File: src/hdl/rsnp_pkg.sv
// Shared types, widths and constants for the ray/sphere nearest pick block.
`timescale 1ns / 1ps
package rsnp_pkg;

  localparam int COORD_W       = 32;
  localparam int DIR_W         = 18;
  localparam int RAD_W         = 31;
  localparam int IDX_W         = 10;
  localparam int CFG_IDX_W     = 3;
  localparam int CFG_DATA_W    = 32;
  localparam int DIFF_W        = COORD_W + 1;
  localparam int QUEUE_DEPTH   = 2;

  localparam int MAX_SPHERES_DEF = 1024;
  localparam int FRAC_BITS_DEF   = 16;

  localparam logic [RAD_W-1:0] DIST_MAX = {RAD_W{1'b1}};

  // Configuration register indexes.
  localparam logic [CFG_IDX_W-1:0] REG_EYE_X = 3'd0;
  localparam logic [CFG_IDX_W-1:0] REG_EYE_Y = 3'd1;
  localparam logic [CFG_IDX_W-1:0] REG_EYE_Z = 3'd2;
  localparam logic [CFG_IDX_W-1:0] REG_DIR_X = 3'd3;
  localparam logic [CFG_IDX_W-1:0] REG_DIR_Y = 3'd4;
  localparam logic [CFG_IDX_W-1:0] REG_DIR_Z = 3'd5;

  // Ray direction handed from the register file to the back end.
  typedef struct packed {
    logic signed [DIR_W-1:0] dir_x;
    logic signed [DIR_W-1:0] dir_y;
    logic signed [DIR_W-1:0] dir_z;
  } ray_t;

  // One classified sphere waiting in the queue.
  typedef struct packed {
    logic signed [DIFF_W-1:0] tx;
    logic signed [DIFF_W-1:0] ty;
    logic signed [DIFF_W-1:0] tz;
    logic [RAD_W-1:0]         radius;
    logic                     last;
    logic                     skip;
    logic [IDX_W-1:0]         index;
  } job_t;

  // Push side of the queue.
  typedef struct packed {
    logic push;
    job_t job;
  } qwr_t;

  // Pop side of the queue.
  typedef struct packed {
    logic valid;
    job_t job;
  } qrd_t;

endpackage

File: src/hdl/rsnp_queue.sv
// Two-entry queue of classified spheres between front and back ends.
`timescale 1ns / 1ps
module rsnp_queue (
  input  logic           clk,
  input  logic           rst,
  input  rsnp_pkg::qwr_t q_wr,
  output logic           q_ready,
  input  logic           pop,
  output rsnp_pkg::qrd_t q_rd
);
  import rsnp_pkg::*;

  localparam int PW = $clog2(QUEUE_DEPTH);

  job_t            slots [QUEUE_DEPTH];
  logic [PW-1:0]   wr_ptr, rd_ptr;
  logic [PW:0]     fill;
  logic            do_push, do_pop;

  assign q_ready    = (fill != (PW+1)'(QUEUE_DEPTH));
  assign q_rd.valid = (fill != '0);
  assign q_rd.job   = slots[rd_ptr];
  assign do_push    = q_wr.push && q_ready;
  assign do_pop     = pop && q_rd.valid;

  always_ff @(posedge clk) begin
    if (do_push) begin
      slots[wr_ptr] <= q_wr.job;
    end
  end

  always_ff @(posedge clk) begin
    if (rst) begin
      wr_ptr <= '0;
      rd_ptr <= '0;
      fill   <= '0;
    end else begin
      if (do_push) begin
        wr_ptr <= (wr_ptr == PW'(QUEUE_DEPTH - 1)) ? '0 : wr_ptr + 1'b1;
      end
      if (do_pop) begin
        rd_ptr <= (rd_ptr == PW'(QUEUE_DEPTH - 1)) ? '0 : rd_ptr + 1'b1;
      end
      fill <= fill + (PW+1)'(do_push) - (PW+1)'(do_pop);
    end
  end

endmodule

File: config.mk
export PLATFORM = sky130hd
export DESIGN_NAME = rsnp_queue
export DESIGN_NICKNAME = d
export VERILOG_FILES = /design/src/hdl/rsnp_pkg.sv /design/src/hdl/rsnp_queue.sv
export SDC_FILE = /design/constraint.sdc
export NUM_CORES = 1
export LEC_CHECK = 0
export ABC_AREA = 1
export BUFFER_PORTS_ARGS = -buffer_cell sky130_fd_sc_hd__buf_2
export CAP_MARGIN = 30
export CORE_MARGIN = 3
export CORE_UTILIZATION = 58
export CTS_BUF_LIST = sky130_fd_sc_hd__clkbuf_8
export CTS_CLUSTER_DIAMETER = 60
export DETAILED_ROUTE_END_ITERATION = 6
export GPL_TIMING_DRIVEN = 1
export PLACE_DENSITY = 0.87
export SYNTH_ARGS = -nofsm -noshare
export SYNTH_HDL_FRONTEND = slang
export SYNTH_SLANG_ARGS = --single-unit
File: constraint.sdc
create_clock -name clk -period 13.9 [get_ports clk]
set_input_delay 0.695 -clock clk [delete_from_list [all_inputs] [get_ports clk]]
set_output_delay 0.695 -clock clk [all_outputs]
set_load 0.01 [all_outputs]
==> metrics <==
sequential-to-total area share from yosys stat=0.799; DIE WIDTH=142 um; max_cap viols=0; RD Place Congestion=~0.73; Layout area overhead=22.7%; clock slew at reported path FFs=0.06 ns; Core ar.=0.0181 mm^2; clk_lat worst skew=roughly 0.52 ns; Detail Route Antenna Nets=0; main combinational cell family by area after synthesis=multiplexers; # resized after CTS=0; Final setup viols=0; min Tclk post-route=3.26 ns; Post-CTS Setup Inserts=0; CP max FO=53; vias per cell=5.22; Setup TNS Final=0 ns; wire per inst=19.7 um; first-pass GRT wire length=roughly 32000 um; worst slack, placed=approximately 11 ns; fin crit share=0.235; # placed instances=988; placed cell area=around 0.012 mm^2; die height=142 um; GRT Total Usage=0.201; Worst VDD drop=0.135 mV; detailed placement HPWL=14200 um; PD cells=176 mW/mm^2; Top delay family on crit path=buffers and inverters; CTS sink cnt=289; CP Class=flop to primary output; First-pass DRT Iterations=4; hold slack=0.364 ns; worst path buffer plus inverter count=2; critical path arrival=2.56 ns; initial antenna violation count=1; layout cells sized above 1=0.584; Initial Util=0.595; worst min path class=input port to flop; synth warn=0; Routed WL=21000 um; Final nets=952; Final Cell Area=0.0133 mm^2; Post-Synthesis Cell Area=0.0108 mm^2; CTS Buf Count=44; synthesis-stage register bit count=289; Layout Utilization=0.730; CP Cell Sequence=buf_4, mux2_2, buf_2; H-tree depth=2; root buf cell=clkbuf_8; XOR/XNOR share of the synthesized area=0.000811; Max Clock Skew=0.0126 ns; I/O Buffers=289; simple-gate share of the synthesized area=0.00683; Residual DRC=0; vias=approximately 5600; Startpoint Class=flop; crit-path max cell delay=approximately 0.79 ns; slowest cell on the critical path=buf_4; CTS tree=yes; Max-slew headroom=0.367; RSZ-0062 raised after global routing=no; mux share of post-synthesis cell area=0.176; Cell variety after synth=14; Leakage=5.22 nW; cell count after synthesis=about 480; # fillers=1062; CP Capture Type=primary output; Compound-Gate Fraction of Synth Area=0.000926; Max Slew Vio Count=0; Synth Area in Adders=0.00116; row cnt=49; status=complete, no violations; DRT iter0 DRCs=256; largest net degree at the start of global routing=74; Ports=290; Layout Cells excl Fill=1069; worst endpoint required time=13.20 ns; Syn Area/Cell=about 23 um^2; grt total ovfl=0; total power=around 2.3 mW; number of global-route vias before repair=5925; final hold vios=0; worst-margin pin slew=0.949 ns; maximum buffer depth of the clock tree=3; Final WS setup=10.64 ns; Max Fclk=307 MHz; Die ar.=0.0203 mm^2; Post-CTS Hold Buffers=0; synthesized net count=625
[metal layers]
metal | vias to the layer above | global-route usage | routed length [um]
li1 | 2547 | - | -
met1 | 2722 | 0.251 | 8250
met2 | 277 | 0.345 | 10600
met3 | 34 | 0.0531 | 1720
met4 | 0 | 0.0670 | 415
met5 | - | 0 | 0
[final cells by class]
cell class	instances	area (um^2)	area share
antenna	1	2.50	0.000189
clock buffer	45	619	0.0467
multi-input combinational	165	2020	0.152
sequential	289	8630	0.651
tap	229	287	0.0216
clock inverter	35	138	0.0104
inverter	8	30.0	0.00227
timing repair buffer	297	1530	0.115
[path summary, 6_finish.rpt]
kind            start      endpoint  slack, ns  depth (start not counted)
max              flop      q_rd[30]      10.64                          3
min          q_wr[49]  slots[0][49]       0.36                          1
max reg2reg   fill[0]  slots[0][98]      11.46                          6
min reg2reg    rd_ptr          flop       0.54                          2
[sequential cells by signal, indices dropped and copies added, names as in the netlist, named ones only]
| signal | flops |
|---|---|
| slots | 284 |
| fill | 2 |
| rd_ptr | 1 |
| wr_ptr | 1 |
[placed cells by master (no fill, tap or decap)]
cell type,count
a21oi_1,2
clkinv_2,2
clkbuf_8,45
diode_2,1
clkinv_1,13
nor3_1,1
nor2_4,2
inv_1,27
nor2_1,7
xnor2_1,1
nand2_1,8
nand3_1,1
dfxtp_4,1
dfxtp_1,4
buf_16,1
buf_4,7
clkinvlp_4,1
mux2_4,80
mux2_2,62
edfxtp_1,284
buf_2,289
ha_1,1
[synthesized netlist by cell type]
cell / instances / area [um^2]
a21oi_1: 2 / 10.0
mux2_4: 80 / 1200
buf_6: 10 / 113
ha_1: 1 / 12.5
nand3_1: 1 / 5.00
nor2_1: 9 / 33.8
inv_1: 8 / 30.0
buf_2: 6 / 30.0
nor3_1: 1 / 5.00
xnor2_1: 1 / 8.76
dfxtp_1: 5 / 100
nand2_1: 8 / 30.0
edfxtp_1: 284 / 8530
mux2_2: 62 / 698
[logic make-up after synthesis]
kind of cell	after synthesis
adders and majority gates	1
DFF	289
muxes	142
and+or+nand+nor	19
buffers and inverters	24
AOI/OAI and AO/OA	2
xor gates and xnor gates	1
[power by group]
group	internal, mW	switching [mW]	total [mW]
clock	0.300	0.290	0.590
sequential	1.11	0.0438	1.15
combinational	0.286	0.303	0.590
Power figures use the tool's default switching activity.
