`src/hdl/rsnp_pkg.sv`:
```
// Shared types, widths and constants for the ray/sphere nearest pick block.
`timescale 1ns / 1ps
package rsnp_pkg;

  localparam int COORD_W       = 32;
  localparam int DIR_W         = 18;
  localparam int RAD_W         = 31;
  localparam int IDX_W         = 10;
  localparam int CFG_IDX_W     = 3;
  localparam int CFG_DATA_W    = 32;
  localparam int DIFF_W        = COORD_W + 1;
  localparam int QUEUE_DEPTH   = 2;

  localparam int MAX_SPHERES_DEF = 1024;
  localparam int FRAC_BITS_DEF   = 16;

  localparam logic [RAD_W-1:0] DIST_MAX = {RAD_W{1'b1}};

  // Configuration register indexes.
  localparam logic [CFG_IDX_W-1:0] REG_EYE_X = 3'd0;
  localparam logic [CFG_IDX_W-1:0] REG_EYE_Y = 3'd1;
  localparam logic [CFG_IDX_W-1:0] REG_EYE_Z = 3'd2;
  localparam logic [CFG_IDX_W-1:0] REG_DIR_X = 3'd3;
  localparam logic [CFG_IDX_W-1:0] REG_DIR_Y = 3'd4;
  localparam logic [CFG_IDX_W-1:0] REG_DIR_Z = 3'd5;

  // Ray direction handed from the register file to the back end.
  typedef struct packed {
    logic signed [DIR_W-1:0] dir_x;
    logic signed [DIR_W-1:0] dir_y;
    logic signed [DIR_W-1:0] dir_z;
  } ray_t;

  // One classified sphere waiting in the queue.
  typedef struct packed {
    logic signed [DIFF_W-1:0] tx;
    logic signed [DIFF_W-1:0] ty;
    logic signed [DIFF_W-1:0] tz;
    logic [RAD_W-1:0]         radius;
    logic                     last;
    logic                     skip;
    logic [IDX_W-1:0]         index;
  } job_t;

  // Push side of the queue.
  typedef struct packed {
    logic push;
    job_t job;
  } qwr_t;

  // Pop side of the queue.
  typedef struct packed {
    logic valid;
    job_t job;
  } qrd_t;

endpackage

```
`src/hdl/rsnp_sphere_if.sv`:
```
// Sphere input channel: valid/ready with one sphere per item.
`timescale 1ns / 1ps
interface rsnp_sphere_if;
  import rsnp_pkg::*;
  logic                      valid;
  logic                      ready;
  logic signed [COORD_W-1:0] center_x;
  logic signed [COORD_W-1:0] center_y;
  logic signed [COORD_W-1:0] center_z;
  logic [RAD_W-1:0]          sphere_radius;
  logic                      last_sphere;

  modport source (output valid, center_x, center_y, center_z, sphere_radius, last_sphere,
                  input ready);
  modport sink (input valid, center_x, center_y, center_z, sphere_radius, last_sphere,
                output ready);
endinterface

```
`src/hdl/rsnp_cfg_if.sv`:
```
// Configuration write channel: valid/ready with register index and data.
`timescale 1ns / 1ps
interface rsnp_cfg_if;
  import rsnp_pkg::*;
  logic                  valid;
  logic                  ready;
  logic [CFG_IDX_W-1:0]  index;
  logic [CFG_DATA_W-1:0] data;

  modport source (output valid, index, data, input ready);
  modport sink (input valid, index, data, output ready);
endinterface

```
`src/hdl/rsnp_front.sv`:
```
// Front end: config registers, sphere accept, offset from eye, run position.
`timescale 1ns / 1ps
module rsnp_front #(
  parameter int MAX_SPHERES = rsnp_pkg::MAX_SPHERES_DEF,
  parameter int FRAC_BITS   = rsnp_pkg::FRAC_BITS_DEF
) (
  input  logic               clk,
  input  logic               rst,
  rsnp_cfg_if.sink           cfg,
  rsnp_sphere_if.sink        sphere,
  input  logic               q_ready,
  output rsnp_pkg::qwr_t     q_wr,
  output rsnp_pkg::ray_t     ray
);
  import rsnp_pkg::*;

  localparam int CW = $clog2(MAX_SPHERES + 1);
  localparam logic signed [DIR_W-1:0] DIR_NEG_ONE =
    DIR_W'(-(longint'(1) <<< FRAC_BITS));

  logic signed [COORD_W-1:0] eye_x, eye_y, eye_z;
  logic [CW-1:0]             count;
  logic [31:0]               count_wide;
  logic                      accept;
  logic                      skip;

  assign cfg.ready = 1'b1;

  always_ff @(posedge clk) begin
    if (rst) begin
      eye_x     <= '0;
      eye_y     <= '0;
      eye_z     <= '0;
      ray.dir_x <= '0;
      ray.dir_y <= '0;
      ray.dir_z <= DIR_NEG_ONE;
    end else if (cfg.valid) begin
      unique case (cfg.index)
        REG_EYE_X: eye_x     <= signed'(cfg.data);
        REG_EYE_Y: eye_y     <= signed'(cfg.data);
        REG_EYE_Z: eye_z     <= signed'(cfg.data);
        REG_DIR_X: ray.dir_x <= signed'(cfg.data[DIR_W-1:0]);
        REG_DIR_Y: ray.dir_y <= signed'(cfg.data[DIR_W-1:0]);
        REG_DIR_Z: ray.dir_z <= signed'(cfg.data[DIR_W-1:0]);
        default: ;
      endcase
    end
  end

  assign sphere.ready = q_ready;
  assign accept       = sphere.valid && q_ready;
  assign skip         = (count >= CW'(MAX_SPHERES));
  assign count_wide   = 32'(count);

  // Spheres past the capacity still travel so that the last mark ends the run.
  always_comb begin
    q_wr.push       = accept;
    q_wr.job.tx     = DIFF_W'(sphere.center_x) - DIFF_W'(eye_x);
    q_wr.job.ty     = DIFF_W'(sphere.center_y) - DIFF_W'(eye_y);
    q_wr.job.tz     = DIFF_W'(sphere.center_z) - DIFF_W'(eye_z);
    q_wr.job.radius = sphere.sphere_radius;
    q_wr.job.last   = sphere.last_sphere;
    q_wr.job.skip   = skip;
    q_wr.job.index  = count_wide[IDX_W-1:0];
  end

  always_ff @(posedge clk) begin
    if (rst) begin
      count <= '0;
    end else if (accept) begin
      if (sphere.last_sphere) begin
        count <= '0;
      end else if (!skip) begin
        count <= count + 1'b1;
      end
    end
  end

endmodule

```
`src/flat_wrapper.sv`:
```
// flat-port wrapper written by rule: the top's interface ports become plain ports
module rsnp_front_flat import rsnp_pkg::*;
#(
  parameter int MAX_SPHERES = rsnp_pkg::MAX_SPHERES_DEF,
  parameter int FRAC_BITS   = rsnp_pkg::FRAC_BITS_DEF
)
  (clk, rst, q_ready, q_wr, ray, cfg_valid, cfg_index, cfg_data, cfg_ready, sphere_valid, sphere_center_x, sphere_center_y, sphere_center_z, sphere_sphere_radius, sphere_last_sphere, sphere_ready);
  rsnp_cfg_if cfg_i ();
  rsnp_sphere_if sphere_i ();
  input  logic clk;
  input  logic rst;
  input  logic q_ready;
  output rsnp_pkg::qwr_t q_wr;
  output rsnp_pkg::ray_t ray;
  input wire logic [$bits(cfg_i.valid)-1:0] cfg_valid;
  input wire logic [$bits(cfg_i.index)-1:0] cfg_index;
  input wire logic [$bits(cfg_i.data)-1:0] cfg_data;
  output wire logic [$bits(cfg_i.ready)-1:0] cfg_ready;
  input wire logic [$bits(sphere_i.valid)-1:0] sphere_valid;
  input wire logic [$bits(sphere_i.center_x)-1:0] sphere_center_x;
  input wire logic [$bits(sphere_i.center_y)-1:0] sphere_center_y;
  input wire logic [$bits(sphere_i.center_z)-1:0] sphere_center_z;
  input wire logic [$bits(sphere_i.sphere_radius)-1:0] sphere_sphere_radius;
  input wire logic [$bits(sphere_i.last_sphere)-1:0] sphere_last_sphere;
  output wire logic [$bits(sphere_i.ready)-1:0] sphere_ready;
  assign cfg_i.valid = cfg_valid;
  assign cfg_i.index = cfg_index;
  assign cfg_i.data = cfg_data;
  assign cfg_ready = cfg_i.ready;
  assign sphere_i.valid = sphere_valid;
  assign sphere_i.center_x = sphere_center_x;
  assign sphere_i.center_y = sphere_center_y;
  assign sphere_i.center_z = sphere_center_z;
  assign sphere_i.sphere_radius = sphere_sphere_radius;
  assign sphere_i.last_sphere = sphere_last_sphere;
  assign sphere_ready = sphere_i.ready;
  rsnp_front #(.MAX_SPHERES(MAX_SPHERES), .FRAC_BITS(FRAC_BITS)) u_core (.clk(clk), .rst(rst), .cfg(cfg_i), .sphere(sphere_i), .q_ready(q_ready), .q_wr(q_wr), .ray(ray));
endmodule
```
`config.mk`:
```
export PLATFORM = sky130hd
export DESIGN_NAME = rsnp_front_flat
export DESIGN_NICKNAME = d
export VERILOG_FILES = /design/src/hdl/rsnp_pkg.sv /design/src/hdl/rsnp_sphere_if.sv /design/src/hdl/rsnp_cfg_if.sv /design/src/hdl/rsnp_front.sv /design/src/flat_wrapper.sv
export SDC_FILE = /design/constraint.sdc
export NUM_CORES = 1
export LEC_CHECK = 0
export BUFFER_PORTS_ARGS = -buffer_cell sky130_fd_sc_hd__buf_2
export CAP_MARGIN = 20
export CELL_PAD_IN_SITES_DETAIL_PLACEMENT = 1
export CELL_PAD_IN_SITES_GLOBAL_PLACEMENT = 1
export CORE_MARGIN = 3
export CORE_UTILIZATION = 39
export DETAILED_ROUTE_END_ITERATION = 8
export PLACE_DENSITY = 0.95
export SKIP_LAST_GASP = 1
export SYNTH_ARGS = -nofsm -noshare
export SYNTH_HDL_FRONTEND = slang
export SYNTH_SLANG_ARGS = --single-unit
```
`constraint.sdc`:
```
create_clock -name clk -period 8.2 [get_ports clk]
set_clock_uncertainty 0.05 [all_clocks]
set_input_delay 0.41 -clock clk [delete_from_list [all_inputs] [get_ports clk]]
set_output_delay 0.41 -clock clk [all_outputs]
set_load 0.1 [all_outputs]
```
==> flow_summary.json <==
{
  "syn_avg_cell_area_sq_um": 7.251,
  "grtUsageMet3_pct": 5.193,
  "grt_max_degree": 79,
  "synth-edff-count": 0,
  "ys.flop_type": "dfxtp_1",
  "gp_congestion": 0.9091,
  "relSlewSlack_pct": 39.80,
  "grt_use_total_pct": 25.53,
  "start_util_pct": 39.87,
  "core.rowCount": 61,
  "drt_first_pass_iters": 5,
  "vias": 11670,
  "max_freq_mhz": 237.1,
  "hold_viol_final": 0,
  "dp_hpwl_microns": 31880,
  "grtUsageMet1_pct": 30.51,
  "ys_ff_latch": 161,
  "maxCapViolCount": 0,
  "ys_seq_area_share_pct": 28.94,
  "grt-ovfl-total": 0,
  "regArea_sq_mm": 0.003223,
  "cts_inserted_buffers": 17,
  "synth_area_leaders": "dfxtp_1 (29%), nand2_1 (12%), ha_1 (11%)",
  "die_x_microns": 175.0,
  "vias_per_cell": 5.434,
  "io_pins": 367,
  "dieArea_sq_mm": 0.03062,
  "synth_most_common_cell": "nand2_1",
  "total_power_mw": 2.738,
  "drive_above_1_share_pct": 20.52,
  "end_kind": "output pin",
  "crit_type": "register to output pin",
  "synth_nets": 1805,
  "fillers": 3672,
  "clock_tree.root_cell": "clkbuf_16",
  "post_drt_wl_per_cell_microns": 19.02,
  "fin_nets": 2025,
  "grt_pass1_vias": 12100,
  "post-route-period-util_pct": 51.44,
  "cp.required_ps": 7740,
  "htreeDepth": 4,
  "core_sq_mm": 0.02793,
  "fin_util_pct": 47.42,
  "ys_warn_count": 0,
  "timing.critical_path.fanout_max": 4,
  "ir_drop_mv": 0.1391,
  "grt_pass1_wl_microns": 62670,
  "finish.instance_area_sq_mm": 0.01325,
  "multiInputGateArea_sq_mm": 0.006850,
  "finalSetupViolations": 0,
  "drt_iter0_drc": 581,
  "die-height_microns": 175.0,
  "slowest_stage": "buf_2",
  "busiest_layer": "met2",
  "synth_area_leader_cell": "dfxtp_1",
  "setup_tns_ps": 0,
  "yosys.area.top_type_share_pct": 28.94,
  "antenna_found_initial": 1,
  "grt_setup_unrepaired": "no",
  "finalMaxSlewViolations": 0,
  "postCtsResizedCells": 0,
  "startpoint_type": "register",
  "fin_crit_ps": 4218,
  "clock-sinks": 161,
  "rrSetupSlack_ps": 6480,
  "slowest_delay_ps": 450,
  "cts_tree": "done",
  "synthArstFlopShare_pct": 0,
  "clockBufferDepth": 2,
  "worstSkewPairLatency_ps": 420,
  "worst_pin_slew_ps": 900.5,
  "routed_wl_microns": 40860,
  "ctsHoldBuffers": 0,
  "synth_top_cells_by_count": "nand2_1 (358), a21oi_1 (244), dfxtp_1 (161)",
  "cellPowerDensity_mw_per_mm2": 206.7,
  "hold_path_class": "primary input to register",
  "hold_slack_ps": 236.5,
  "postCtsSetupBuffers": 0,
  "synth.distinct_cells": 64,
  "syn_inst": 1536,
  "arrival_ps": 3760,
  "placed_area_sq_mm": 0.01256,
  "clkTransAtPathRegs_ps": 70,
  "syn_to_final_growth_pct": 18.95,
  "numPortBuffers": 303,
  "path_cells": "ha_1 > fa_1 > nor2b_1 > o2111ai_1 > a21oi_1 > o21ai_0 > a21oi_2 > a31oi_1 > o31a_1 > o21ai_1 > xor2_1 > buf_2",
  "cellLeakagePower_nw": 5.496,
  "drc": 0,
  "grtUsageMet2_pct": 44.79,
  "syn_area_sq_mm": 0.01114,
  "antenna_left": 0,
  "outcome": "completed"
}
[layout make-up]
type	count	area share, %
Antenna cell	1	0.01889
Sequential cell	161	24.33
Inverter	129	3.655
Clock buffer	20	3.447
Tap cell	378	3.570
Clock inverter	12	0.9539
Timing Repair Buffer	309	12.32
Multi-Input combinational cell	1138	51.71
[state kept, by name (all words and copies together) (netlist names)]
| signal | cells |
|---|---|
| u_core.count | 11 |
| u_core.eye_y | 32 |
| u_core.eye_x | 32 |
| u_core.eye_z | 32 |
| u_core.ray | 54 |
[power breakdown]
part           internal, mW  leakage [nW]  switching, mW
Sequential            0.798          1.30        0.00945
Combinational         0.230          3.92          0.909
Clock                 0.442         0.273          0.350
[worst max-delay path: cells and delay by family, from the launching register on]
kind            cells  cell delay, ps
flops               1             320
compound gates      7            1540
simple gates        1             190
xor+xnor            1             160
fa+ha+maj           2             680
buf+inv             1             450
[cell families (layout without fill, tap and decap cells)]
family,Yosys count,count (layout),share of synthesized area (%)
compound gates,429,429,23.17
fa+ha+maj,101,101,11.55
other cells,1,2,0.03367
xor+xnor,88,88,6.921
flops,161,161,28.94
buf+inv,237,470,9.572
simple gates,519,519,19.82
[placed cells by master (no fill, tap or decap), types with 6 or more instances in the layout]
master       n
nand2_1    358
buf_2      302
a21oi_1    244
dfxtp_1    161
inv_1      129
ha_1        98
xnor2_1     58
o21ai_0     57
nor2_1      48
a21o_1      43
nand3_1     31
xor2_1      30
clkbuf_16   17
nor2b_1     15
o21a_1      14
nand2b_1    12
nor3_1      10
a31oi_1      9
nand4_1      9
and3_1       8
a211oi_1     7
and2_1       6
or3_1        6
o21bai_1     6
[routing by layer]
metal / wire [microns] / share of wire [%]
met5: 0 / 0
met4: 1646 / 4.0
met3: 2465 / 6.0
met2: 19740 / 48
met1: 17000 / 42
[path summary, 6_finish.rpt]
check,startpoint,cells past startpoint,endpoint
min,cfg_data[28],3,u_core.eye_y[28]$_SDFFE_PP0P_
min reg2reg,u_core.ray[51]$_SDFFE_PP0P_,2,u_core.ray[51]$_SDFFE_PP0P_
max reg2reg,u_core.count[10]$_SDFFE_PP0P_,4,u_core.count[9]$_SDFFE_PP0P_
max,u_core.eye_x[0]$_SDFFE_PP0P_,12,q_wr[139]
[stage by stage]
stage,setup slack [ps],std cells
floorplan,3830,1536
global placement,4322,2111
detailed placement,4192,2111
CTS,3984,2143
global route,3711,2148
finish,3982,2148
No activity file was read; power rests on OpenSTA's default activity.
